`config.mk`:
```
export PLATFORM = sky130hd
export DESIGN_NAME = pcg32_shuffle_engine
export DESIGN_NICKNAME = d
export VERILOG_FILES = /design/src/rtl/pcg_shuf_pkg.sv /design/src/rtl/pcg32_shuffle_engine.sv
export VERILOG_INCLUDE_DIRS = /design/src /design/src/rtl
export SDC_FILE = /design/constraint.sdc
export NUM_CORES = 2
export LEC_CHECK = 0
export BUFFER_PORTS_ARGS = -buffer_cell sky130_fd_sc_hd__clkbuf_2
export CORE_MARGIN = 2
export CORE_UTILIZATION = 35
export DETAILED_ROUTE_END_ITERATION = 10
export HOLD_SLACK_MARGIN = 0.03
export SKIP_LAST_GASP = 1
export SLEW_MARGIN = 40
export SYNTH_ARGS = -nofsm -noshare
export SYNTH_HDL_FRONTEND = slang
export SYNTH_SLANG_ARGS = --single-unit
```
`constraint.sdc`:
```
create_clock -name clk -period 11.3 [get_ports clk]
set_input_delay 0.565 -clock clk [delete_from_list [all_inputs] [get_ports clk]]
set_output_delay 0.565 -clock clk [all_outputs]
set_load 0.02 [all_outputs]
```
`src/rtl/pcg32_shuffle_engine_assert.svh`:
```
// assertion macros for the pcg32 shuffle engine
`ifndef PCG32_SHUFFLE_ENGINE_ASSERT_SVH
`define PCG32_SHUFFLE_ENGINE_ASSERT_SVH

// same-cycle implication, sampled on clk, off during reset
`define PSE_ASSERT_NOW(lbl, ante, cons, msg) \
	lbl: assert property (@(posedge clk) disable iff (!arst_n) (ante) |-> (cons)) \
		else $error(msg);

// next-cycle implication, sampled on clk, off during reset
`define PSE_ASSERT_NEXT(lbl, ante, cons, msg) \
	lbl: assert property (@(posedge clk) disable iff (!arst_n) (ante) |=> (cons)) \
		else $error(msg);

`endif

```
`src/rtl/pcg_shuf_pkg.sv`:
```
// types, constants and helper functions of the pcg32 shuffle engine
`default_nettype none

package pcg_shuf_pkg;

	localparam int MAX_ENTRIES = 128;

	localparam int AW = $clog2(MAX_ENTRIES);
	localparam int CW = $clog2(MAX_ENTRIES + 1);
	localparam int WW = (CW > 8) ? CW : 8;
	localparam int DW = WW;

	localparam logic [WW-1:0] MAX_W = WW'(MAX_ENTRIES);
	localparam logic [7:0] DRAW_LIMIT = 8'd128;

	localparam logic [63:0] LCG_MUL = 64'h5851_F42D_4C95_7F2D;
	localparam logic [63:0] LCG_INC = 64'h1405_7B7E_F767_814F;

	localparam logic REG_SEED  = 1'b0;
	localparam logic REG_COUNT = 1'b1;

	typedef enum logic [1:0] {
		FN_RESEED  = 2'd0,
		FN_SHUFFLE = 2'd1,
		FN_READ    = 2'd2,
		FN_DRAW    = 2'd3
	} func_t;

	typedef enum logic [3:0] {
		ST_IDLE,
		ST_FILL,
		ST_MUL,
		ST_DIV,
		ST_RD_TOP,
		ST_RD_PICK,
		ST_WR_TOP,
		ST_WR_PICK,
		ST_READ,
		ST_LATCH,
		ST_DONE
	} state_t;

	// xsh-rr output of the old generator state
	function automatic logic [31:0] pcg_out(input logic [63:0] s);
		logic [63:0] x;
		logic [31:0] m;
		logic [4:0] r;
		logic [4:0] l;
		x = (s >> 18) ^ s;
		m = x[58:27];
		r = s[63:59];
		l = 5'd0 - r;
		return (m >> r) | (m << l);
	endfunction

	// table entry value for a counter
	function automatic logic [6:0] fit_val(input logic [CW-1:0] c);
		logic [WW-1:0] w;
		w = WW'(c);
		return w[6:0];
	endfunction

endpackage

`default_nettype wire

```
`src/rtl/pcg32_shuffle_engine.sv`:
```
// PCG32 XSH-RR generator with a Fisher-Yates shuffled order table. One word is
// taken at a time and each gives one result word. A generator step is a
// low-half 64-bit multiply on one shared 32x32 multiplier, and each modulo is a
// restoring remainder loop; a swap reads the top and the picked entry and then
// writes them back crosswise on the table memory, which has one read and one
// write port. A new word is taken as soon as the sequencer is idle, while the
// previous result may still wait in the output register.
`default_nettype none
`include "pcg32_shuffle_engine_assert.svh"

module pcg32_shuffle_engine (
	input  wire logic        clk,
	input  wire logic        arst_n,
	input  wire logic        cfg_we,
	input  wire logic        cfg_index,
	input  wire logic [31:0] cfg_data,
	input  wire logic        in_valid,
	output logic             in_ready,
	input  wire logic [1:0]  func,
	input  wire logic [6:0]  entry_index,
	input  wire logic [7:0]  bound,
	output logic             out_valid,
	input  wire logic        out_ready,
	output logic [6:0]       value,
	output logic             error
);
	import pcg_shuf_pkg::*;

	state_t state_q, state_d;

	logic [31:0]   seed_q;
	logic [7:0]    count_q;
	logic [63:0]   gen_q;
	logic [1:0]    phase_q;
	logic [4:0]    bit_q;
	logic [CW-1:0] i_q;
	logic          out_valid_q;

	func_t         func_q;
	logic [AW-1:0] idx_q;
	logic [7:0]    bsat_q;
	logic [31:0]   rng_q;
	logic [63:0]   prod_q;
	logic [63:0]   acc_q;
	logic [DW-1:0] rem_q;
	logic [6:0]    res_val_q;
	logic          res_err_q;
	logic [6:0]    held_q;
	logic [6:0]    value_q;
	logic          error_q;

	logic [6:0]    mem [MAX_ENTRIES];
	logic [6:0]    rdata_q;
	logic          mem_we;
	logic [AW-1:0] mem_waddr;
	logic [6:0]    mem_wdata;
	logic [AW-1:0] mem_raddr;

	logic          accept;
	logic          out_load;
	func_t         func_in;
	logic [WW-1:0] cnt_w;
	logic [WW-1:0] n_w;
	logic [CW-1:0] n_cnt;
	logic [WW-1:0] idx_w;
	logic          idx_ok;
	logic [CW-1:0] i_dec;
	logic [AW-1:0] top_addr;
	logic [AW-1:0] pick_addr;
	logic [DW-1:0] divisor;
	logic [DW:0]   trial;
	logic [DW:0]   diff;
	logic [DW-1:0] rem_nxt;
	logic [31:0]   mul_a;
	logic [31:0]   mul_b;
	logic [63:0]   mul_p;

	assign func_in   = func_t'(func);
	assign accept    = in_valid && in_ready;
	assign in_ready  = (state_q == ST_IDLE);
	assign out_valid = out_valid_q;
	assign value     = value_q;
	assign error     = error_q;

	// live count, capped at the table depth
	assign cnt_w  = WW'(count_q);
	assign n_w    = (cnt_w > MAX_W) ? MAX_W : cnt_w;
	assign n_cnt  = n_w[CW-1:0];
	assign idx_w  = WW'(entry_index);
	assign idx_ok = (idx_w < n_w);

	assign i_dec     = i_q - CW'(1);
	assign top_addr  = i_dec[AW-1:0];
	assign pick_addr = rem_q[AW-1:0];

	// shared remainder step
	assign divisor = (func_q == FN_DRAW) ? DW'(bsat_q) : DW'(i_q);
	assign trial   = {rem_q, rng_q[31]};
	assign diff    = trial - {1'b0, divisor};
	assign rem_nxt = (trial >= {1'b0, divisor}) ? diff[DW-1:0] : trial[DW-1:0];

	// shared multiplier, one partial product a cycle
	always_comb begin
		unique case (phase_q)
			2'd1: begin
				mul_a = gen_q[31:0];
				mul_b = LCG_MUL[63:32];
			end
			2'd2: begin
				mul_a = gen_q[63:32];
				mul_b = LCG_MUL[31:0];
			end
			default: begin
				mul_a = gen_q[31:0];
				mul_b = LCG_MUL[31:0];
			end
		endcase
	end
	assign mul_p = mul_a * mul_b;

	// sequencer
	always_comb begin
		state_d   = state_q;
		mem_we    = 1'b0;
		mem_waddr = top_addr;
		mem_wdata = rdata_q;
		mem_raddr = top_addr;
		out_load  = 1'b0;
		unique case (state_q)
			ST_IDLE: begin
				if (accept) begin
					unique case (func_in)
						FN_RESEED:  state_d = ST_DONE;
						FN_SHUFFLE: state_d = (n_cnt == '0) ? ST_DONE : ST_FILL;
						FN_READ:    state_d = idx_ok ? ST_READ : ST_DONE;
						FN_DRAW:    state_d = (bound == 8'd0) ? ST_DONE : ST_MUL;
					endcase
				end
			end
			ST_FILL: begin
				mem_we    = 1'b1;
				mem_waddr = i_q[AW-1:0];
				mem_wdata = fit_val(i_q);
				if (i_q == n_cnt - CW'(1)) begin
					state_d = (n_cnt > CW'(1)) ? ST_MUL : ST_DONE;
				end
			end
			ST_MUL: begin
				if (phase_q == 2'd3) begin
					state_d = ST_DIV;
				end
			end
			ST_DIV: begin
				if (bit_q == 5'd31) begin
					state_d = (func_q == FN_DRAW) ? ST_DONE : ST_RD_TOP;
				end
			end
			ST_RD_TOP: begin
				mem_raddr = top_addr;
				state_d   = ST_RD_PICK;
			end
			ST_RD_PICK: begin
				mem_raddr = pick_addr;
				state_d   = ST_WR_TOP;
			end
			ST_WR_TOP: begin
				mem_we    = 1'b1;
				mem_waddr = top_addr;
				mem_wdata = rdata_q;
				state_d   = ST_WR_PICK;
			end
			ST_WR_PICK: begin
				mem_we    = 1'b1;
				mem_waddr = pick_addr;
				mem_wdata = held_q;
				state_d   = (i_dec > CW'(1)) ? ST_MUL : ST_DONE;
			end
			ST_READ: begin
				mem_raddr = idx_q;
				state_d   = ST_LATCH;
			end
			ST_LATCH: begin
				state_d = ST_DONE;
			end
			ST_DONE: begin
				if (!out_valid_q || out_ready) begin
					out_load = 1'b1;
					state_d  = ST_IDLE;
				end
			end
			default: state_d = ST_IDLE;
		endcase
	end

	always_ff @(posedge clk or negedge arst_n) begin
		if (!arst_n) begin
			state_q <= ST_IDLE;
		end else begin
			state_q <= state_d;
		end
	end

	// control and generator state
	always_ff @(posedge clk or negedge arst_n) begin
		if (!arst_n) begin
			seed_q      <= '0;
			count_q     <= 8'd128;
			gen_q       <= 64'd1;
			phase_q     <= '0;
			bit_q       <= '0;
			i_q         <= '0;
			out_valid_q <= 1'b0;
		end else begin
			if (cfg_we) begin
				unique case (cfg_index)
					REG_SEED:  seed_q  <= cfg_data;
					REG_COUNT: count_q <= cfg_data[7:0];
				endcase
			end
			phase_q <= (state_q == ST_MUL) ? phase_q + 2'd1 : 2'd0;
			bit_q   <= (state_q == ST_DIV) ? bit_q + 5'd1 : 5'd0;
			if (accept && func_in == FN_RESEED) begin
				gen_q <= {31'd0, seed_q, 1'b1};
			end
			if (accept) begin
				i_q <= '0;
			end
			if (state_q == ST_FILL) begin
				i_q <= (i_q == n_cnt - CW'(1)) ? n_cnt : i_q + CW'(1);
			end
			if (state_q == ST_MUL && phase_q == 2'd3) begin
				gen_q <= {acc_q[63:32] + prod_q[31:0], acc_q[31:0]};
			end
			if (state_q == ST_WR_PICK) begin
				i_q <= i_dec;
			end
			if (out_load) begin
				out_valid_q <= 1'b1;
			end else if (out_ready) begin
				out_valid_q <= 1'b0;
			end
		end
	end

	// datapath
	always_ff @(posedge clk) begin
		if (accept) begin
			func_q    <= func_in;
			idx_q     <= idx_w[AW-1:0];
			bsat_q    <= (bound > DRAW_LIMIT) ? DRAW_LIMIT : bound;
			res_val_q <= '0;
			res_err_q <= ((func_in == FN_READ) && !idx_ok) ||
			             ((func_in == FN_DRAW) && (bound == 8'd0));
		end
		if (state_q == ST_MUL) begin
			prod_q <= mul_p;
			rem_q  <= '0;
			unique case (phase_q)
				2'd0: rng_q <= pcg_out(gen_q);
				2'd1: acc_q <= prod_q + LCG_INC;
				2'd2: acc_q[63:32] <= acc_q[63:32] + prod_q[31:0];
				default: ;
			endcase
		end
		if (state_q == ST_DIV) begin
			rem_q <= rem_nxt;
			rng_q <= {rng_q[30:0], 1'b0};
			if (bit_q == 5'd31 && func_q == FN_DRAW) begin
				res_val_q <= rem_nxt[6:0];
			end
		end
		if (state_q == ST_RD_PICK) begin
			held_q <= rdata_q;
		end
		if (state_q == ST_LATCH) begin
			res_val_q <= rdata_q;
		end
		if (out_load) begin
			value_q <= res_val_q;
			error_q <= res_err_q;
		end
	end

	// order table
	always_ff @(posedge clk) begin
		if (mem_we) begin
			mem[mem_waddr] <= mem_wdata;
		end
		rdata_q <= mem[mem_raddr];
	end

	`PSE_ASSERT_NEXT(a_busy_after_accept, accept, !in_ready, "ready after accepted word")
	`PSE_ASSERT_NOW(a_error_zero_value, out_valid && error, value == 7'd0, "error word with value")
	`PSE_ASSERT_NOW(a_rem_below_div, state_q == ST_DIV, rem_q < divisor, "remainder out of range")
	`PSE_ASSERT_NOW(a_pick_below_top, state_q == ST_RD_TOP, DW'(i_q) > rem_q, "swap pick past top")

endmodule

`default_nettype wire
```
---- Word-level counts from Yosys, hierarchy flattened ----
Memories as Yosys holds them, arrays and structs flattened. A register that Yosys moved wholly into a read port is not among the register bits.
Cells that the tools add are included.
word-level totals
  register bits after elaboration ......... 332
  RAM bits ................................ 896
  input bits .............................. 55
  output and inout port bits .............. 10
  word-level logic and storage cells ...... 143
  memories ................................ 1
memory list
  name  words  bits a word  rd ports  clocked after Yosys merged registers in  wr ports  line                        text
  mem   128    7            1         1                                        1         pcg32_shuffle_engine.sv:52  logic [6:0] mem [MAX_ENTRIES];
operators by class
  $add $sub $neg .......................... 9
  multiply operators ...................... 1
  order comparisons ....................... 6
  equality and inequality tests ........... 24
  shifts and indexed selects .............. 2
  muxes and demuxes ....................... 46
  bitwise logic cells ..................... 3
  reduce and logical (&&, ||, !) cells .... 29
operators with widths
  kind                                                count
  2-to-1 mux 32 bit                                   4
  2-to-1 mux 64 bit                                   2
  2-to-1 mux 8 bit                                    9
  adder 64 x 61 -> 64 bit, second input constant      1
  multiplier 32 x 32 -> 64 bit                        1
  one-hot mux 32 bit (2 select lines)                 1
  XOR 46 x 59 -> 59 bit                               1
  one-hot mux 4 bit (11 select lines)                 1
  one-hot mux 7 bit (2 select lines)                  3
  2-to-1 mux 4 bit                                    10
  adder 32 bit                                        1
  OR 32 bit                                           1
  << shifter 32 x 5 -> 32 bit                         1
  right shift 32 x 5 -> 32 bit                        1
  2-to-1 mux 29 bit                                   1
  2-to-1 mux 7 bit                                    4
  == test 4 x 3 -> 1 bit, second input constant       4
  > comparator 8 x 1 -> 1 bit, second input constant  2
  > comparator 8 bit, second input constant           2
  zero test 8 bit                                     2
  one-hot mux 4 bit (4 select lines)                  1
  subtractor 8 x 1 -> 8 bit, second input constant    2
  == test 4 bit, second input constant                3
  AND reduction 2 bit                                 6
  28 further kinds                                    56

---- Logic depth before layout (Yosys ltp) ----
  depth after elaboration ................. 7
  mapped depth ............................ 34
  gate-level depth less buffers ........... 31

---- Worst setup path after synthesis ----
OpenSTA, ideal clock, no wires.
  kind .................................... reg2reg
  start ................................... register phase_q[0]
  end ..................................... register prod_q[52], data pin
  setup time .............................. 261 ps
  arrival ................................. 8696 ps
  data required time ...................... 11039 ps
  slack ................................... 2343 ps
  stages on the path, launching flop included .. 30
  path buffers ............................ 3
  period minus slack after synthesis ...... 8957 ps
  path through ............................ dfrtp_1 inv_1 ha_1 clkbuf_1 buf_1 mux2i_1 inv_1 fa_1 fa_1 inv_1 fa_1 fa_1 inv_1 fa_1 fa_1 fa_1 inv_1 fa_1 inv_1 ha_1 clkbuf_1 a21o_1 a21o_1 a21oi_1 o21ai_1 a221o_1 a221o_1 a41o_1 a311o_1 xor2_1
between the ends
  longest elaborated chain between the ends .. 3
  elaborated cells on any way between the ends .. 5
  classes of those cells .................. mul: 1; eq/ne: 2; mux: 2
RTL lines
  element                                                  line                         text
  start, declared                                          pcg32_shuffle_engine.sv:34   logic [1:0] phase_q;
  start signal, assigned                                   pcg32_shuffle_engine.sv:220  phase_q <= (state_q == ST_MUL) ? phase_q + 2'd1 : 2'd0;
  == test 2 bit or == test 2 x 1 -> 1 bit (tied branches)  pcg32_shuffle_engine.sv:104  unique case (phase_q)
  2-to-1 mux 32 bit or 2-to-1 mux 29 bit (tied branches)   pcg32_shuffle_engine.sv:104
  multiplier 32 x 32 -> 64 bit *                           pcg32_shuffle_engine.sv:119  assign mul_p = mul_a * mul_b;
  named net mul_p[52]                                      pcg32_shuffle_engine.sv:76   logic [63:0] mul_p;
  end signal, assigned                                     pcg32_shuffle_engine.sv:256  prod_q <= mul_p;
  end, declared                                            pcg32_shuffle_engine.sv:43   logic [63:0] prod_q;
The timed path passes the listed nets; every way through them passes the cells marked *.
A chain may end at the register's enable or synchronous reset.

---- Worst setup path after layout ----
  start ................................... register phase_q[0]
  end ..................................... register prod_q[59], data pin
Same word-level chain as after synthesis.

==> run_results.csv <==
group,metric,value,unit
min_path,hp-start,"cfg_data[14]",
sta,min_period_over_period,88.81,%
setup_path,startpoint,"phase_q[0]$_DFF_PN0_",
floorplanning,fp.dieH,479.7,µm
placed_design,dp_hpwl,164600,µm
sta,maxSlewViolCount,0,
logic_synthesis,syn_area,0.07920,mm²
cts,htree_levels,3,
logic_synthesis,synth_seq_area_share,45.85,%
setup_path,crit_family,"adder cells",
placed_design,portBuffers,64,
cts,cts_tree,"yes",
cts,clockBufferDepth,3,
sta,hold_slack,96.23,ps
sta,slew_headroom,32.43,%
global_route,grt_usage,19.67,%
detailed_routing,route.detailed.drc,0,
cts,numCtsBuffers,116,
cts,clkTransAtPathRegs,70,ps
sta,setup_violations,0,
min_path,hold_path.class,"in -> reg",
floorplanning,rows,174,
cells_and_area,layout_common_cells,"nand2_1 (1,262), edfxtp_1 (1,096), inv_1 (765)",
detailed_routing,ant_nets,0,
floorplanning,initial_utilization,35.22,%
logic_synthesis,dominantRegCellSynth,"edfxtp_1",
setup_path,critPathLaunchType,"flip-flop",
global_route,grt-ovfl-total,0,
setup_path,slowest_stage,"mux2_2",
setup_path,cp_slowest_stage_delay,570,ps
setup_path,cpMostUsedCell,"fa_1",
global_route,antenna_found_initial,10,
setup_path,worstSetupPathType,"reg -> reg",
logic_synthesis,async_flop_share,10.04,%
logic_synthesis,synth_edf_count,1096,
placed_design,globalplace.congestion,0.9447,
detailed_routing,firstDrtPassIters,6,
setup_path,critPathRequiredTime,11790,ps
sta,skew,74.68,ps
setup_path,endpoint_kind,"flip-flop",
cts,cts_sinks,1235,
detailed_routing,wl_per_cell,22.38,µm
cts,root_buffer,"clkbuf_16",
sta,max_slew.worst_pin.slew,1014,ps
cells_and_area,layout.cells.most_common,"nand2_1",
setup_path,worstReg2RegStart,"phase_q[0]$_DFF_PN0_",
flow_run,max_cap_viol_count,0,
setup_path,path_max_fanout,35,
floorplanning,die_area,0.2301,mm²
cts,cts_resized,0,
logic_synthesis,syn_inst,7274,
detailed_routing,vias,54820,
detailed_routing,vias_per_cell,5.326,
detailed_routing,wl,230400,µm
cells_and_area,area_growth,9.403,%
cells_and_area,drive_above_1_share,6.469,%
cts,clk_latency,770,ps
run_status,outcome,"finished, final reports clean",
logic_synthesis,syn_area_per_cell,10.89,µm²
logic_synthesis,yosys_warnings,0,
setup_path,cp.buffers_inverters,7,
global_route,grt_pass1_vias,54200,
cells_and_area,nNetsFinal,8260,
logic_synthesis,synth_cell_types,87,
floorplanning,core_area,0.2249,mm²
sta,rsz0062_at_grt,"false",
cells_and_area,fill_cells,21720,
floorplanning,die_w,479.7,µm
floorplanning,io_pins,65,
sta,max_freq,99.65,MHz
global_route,grt_first_pass_wirelength,348000,µm
sta,finalHoldViolCount,0,
detailed_routing,drtIter0Drc,5255,
logic_synthesis,synth-seq-cells,1235,
sta,tns,0,ps
setup_path,arrival,10520,ps
global_route,grt_start_max_net_pins,163,
sta,min_period,10040,ps
[worst register-to-register path, delay by kind of cell, from the launching register on]
kind,cells,cell delay (ps)
muxes,1,580
xor gates and xnor gates,2,420
AOI/OAI and AO/OA,7,1580
DFF,1,480
and+or+nand+nor,3,780
adders and majority gates,10,4300
buffers and inverters,7,1680
[per-layer routing]
layer / vias to the layer above / share of wire, % / routed length, µm / GRT usage, %
met5: - / 0 / 0 / 0
met4: 0 / 3.0 / 7002 / 6.012
met3: 304 / 6.2 / 14340 / 2.050
met2: 1874 / 46 / 106100 / 31.19
met1: 27630 / 45 / 103000 / 28.33
li1: 25000 / - / - / -
[layout make-up]
class	instances	area [µm²]	area share [%]
sequential	1235	36320	41.91
inverter	773	2902	3.349
antenna	5	12.51	0.01444
multi-input combinational	4917	38750	44.72
clock inverter	71	664.4	0.7667
tap	2992	3744	4.320
clock buffer	150	3127	3.608
timing repair buffer	150	1132	1.307
[registers in the layout, indices dropped and copies added (netlist names), 8 cells and up]
register / flops
gen_q: 64
prod_q: 64
bsat_q: 8
rem_q: 8
i_q: 8
mem: 896
cnt_w: 8
seed_q: 32
rng_q: 32
acc_q: 64
[cell usage after synthesis (11+ instances only)]
| cell type | n | area share (%) |
|---|---|---|
| nor2_1 | 404 | 1.9 |
| o21bai_1 | 26 | 0.25 |
| a221oi_1 | 13 | 0.14 |
| nor4_1 | 22 | 0.17 |
| o211ai_1 | 16 | 0.15 |
| buf_4 | 12 | 0.11 |
| o22ai_1 | 22 | 0.17 |
| o221ai_1 | 11 | 0.12 |
| o31ai_1 | 12 | 0.11 |
| buf_1 | 31 | 0.15 |
| a22o_1 | 20 | 0.22 |
| inv_1 | 765 | 3.6 |
| a311oi_1 | 176 | 1.9 |
| buf_2 | 88 | 0.56 |
| buf_6 | 16 | 0.23 |
| dfrtp_1 | 122 | 3.9 |
| or3_1 | 15 | 0.12 |
| o21a_1 | 26 | 0.25 |
| clkbuf_1 | 222 | 1.1 |
| a21oi_1 | 238 | 1.5 |
| a21o_1 | 61 | 0.58 |
| nand3_1 | 254 | 1.6 |
| fa_1 | 537 | 14 |
| a211oi_1 | 46 | 0.44 |
| mux2_2 | 70 | 1.0 |
| xnor2_1 | 152 | 1.7 |
| a31oi_1 | 79 | 0.62 |
| o21ai_0 | 246 | 1.6 |
| xor2_1 | 68 | 0.75 |
| nand2b_1 | 29 | 0.23 |
| ha_1 | 475 | 7.5 |
| nand4_1 | 27 | 0.21 |
| a22oi_1 | 29 | 0.27 |
| dfxtp_1 | 15 | 0.38 |
| mux2i_1 | 115 | 1.5 |
| and3_1 | 153 | 1.2 |
| o21ai_1 | 24 | 0.15 |
| nor2b_1 | 45 | 0.36 |
| edfxtp_1 | 1096 | 42 |
| and2_1 | 37 | 0.29 |
| nand2_1 | 1270 | 6.0 |
| nor3_1 | 70 | 0.44 |
[worst paths after layout]
check                      depth (start not counted)  slack [ps]                endpoint
max                                               30        1260    prod_q[59]$_DFFE_PP_
min                                                2         100  seed_q[14]$_DFFE_PN0P_
max reg2reg                                       30        1260    prod_q[59]$_DFFE_PP_
min reg2reg                                        0         460         error$_DFFE_PP_
max in group asynchronous                          3        9740   gen_q[59]$_DFFE_PN0P_
min in group asynchronous                          2         440   gen_q[35]$_DFFE_PN0P_
[through the flow]
stage / cells / setup slack (ps) / cell area, µm² / util (%)
finish: 10290 / 1265 / 86650 / 38.53
detailed placement: 10060 / 1398 / 82710 / 36.78
floorplan: 7294 / 2343 / 79280 / -
global route: 10290 / 744.5 / 86650 / 38.53
global placement: 10060 / 1214 / 82570 / 36.72
CTS: 10290 / 1368 / 86540 / 38.48
[timing repair]
action	CTS	global route
hold buffers	3	0
endpoints found under the hold margin	59	0
setup buffers	0	0
[cells by family (layout without fill, tap and decap cells)]
logic type	after synthesis	in the layout	share of synthesized area, %
AND/OR/NAND/NOR	2367	2367	12.99
flip-flops	1235	1235	45.85
buffers and inverters	1142	1144	5.760
AO/OA/AOI/OAI	1101	1101	9.150
adder cells (fa/ha/maj)	1012	1012	21.08
XOR/XNOR	220	220	2.433
multiplexers	195	195	2.733
other	2	27	0.009482
Power is not shown: default switching activity piles up to over one toggle a cycle in this logic, so the estimate is an artifact.
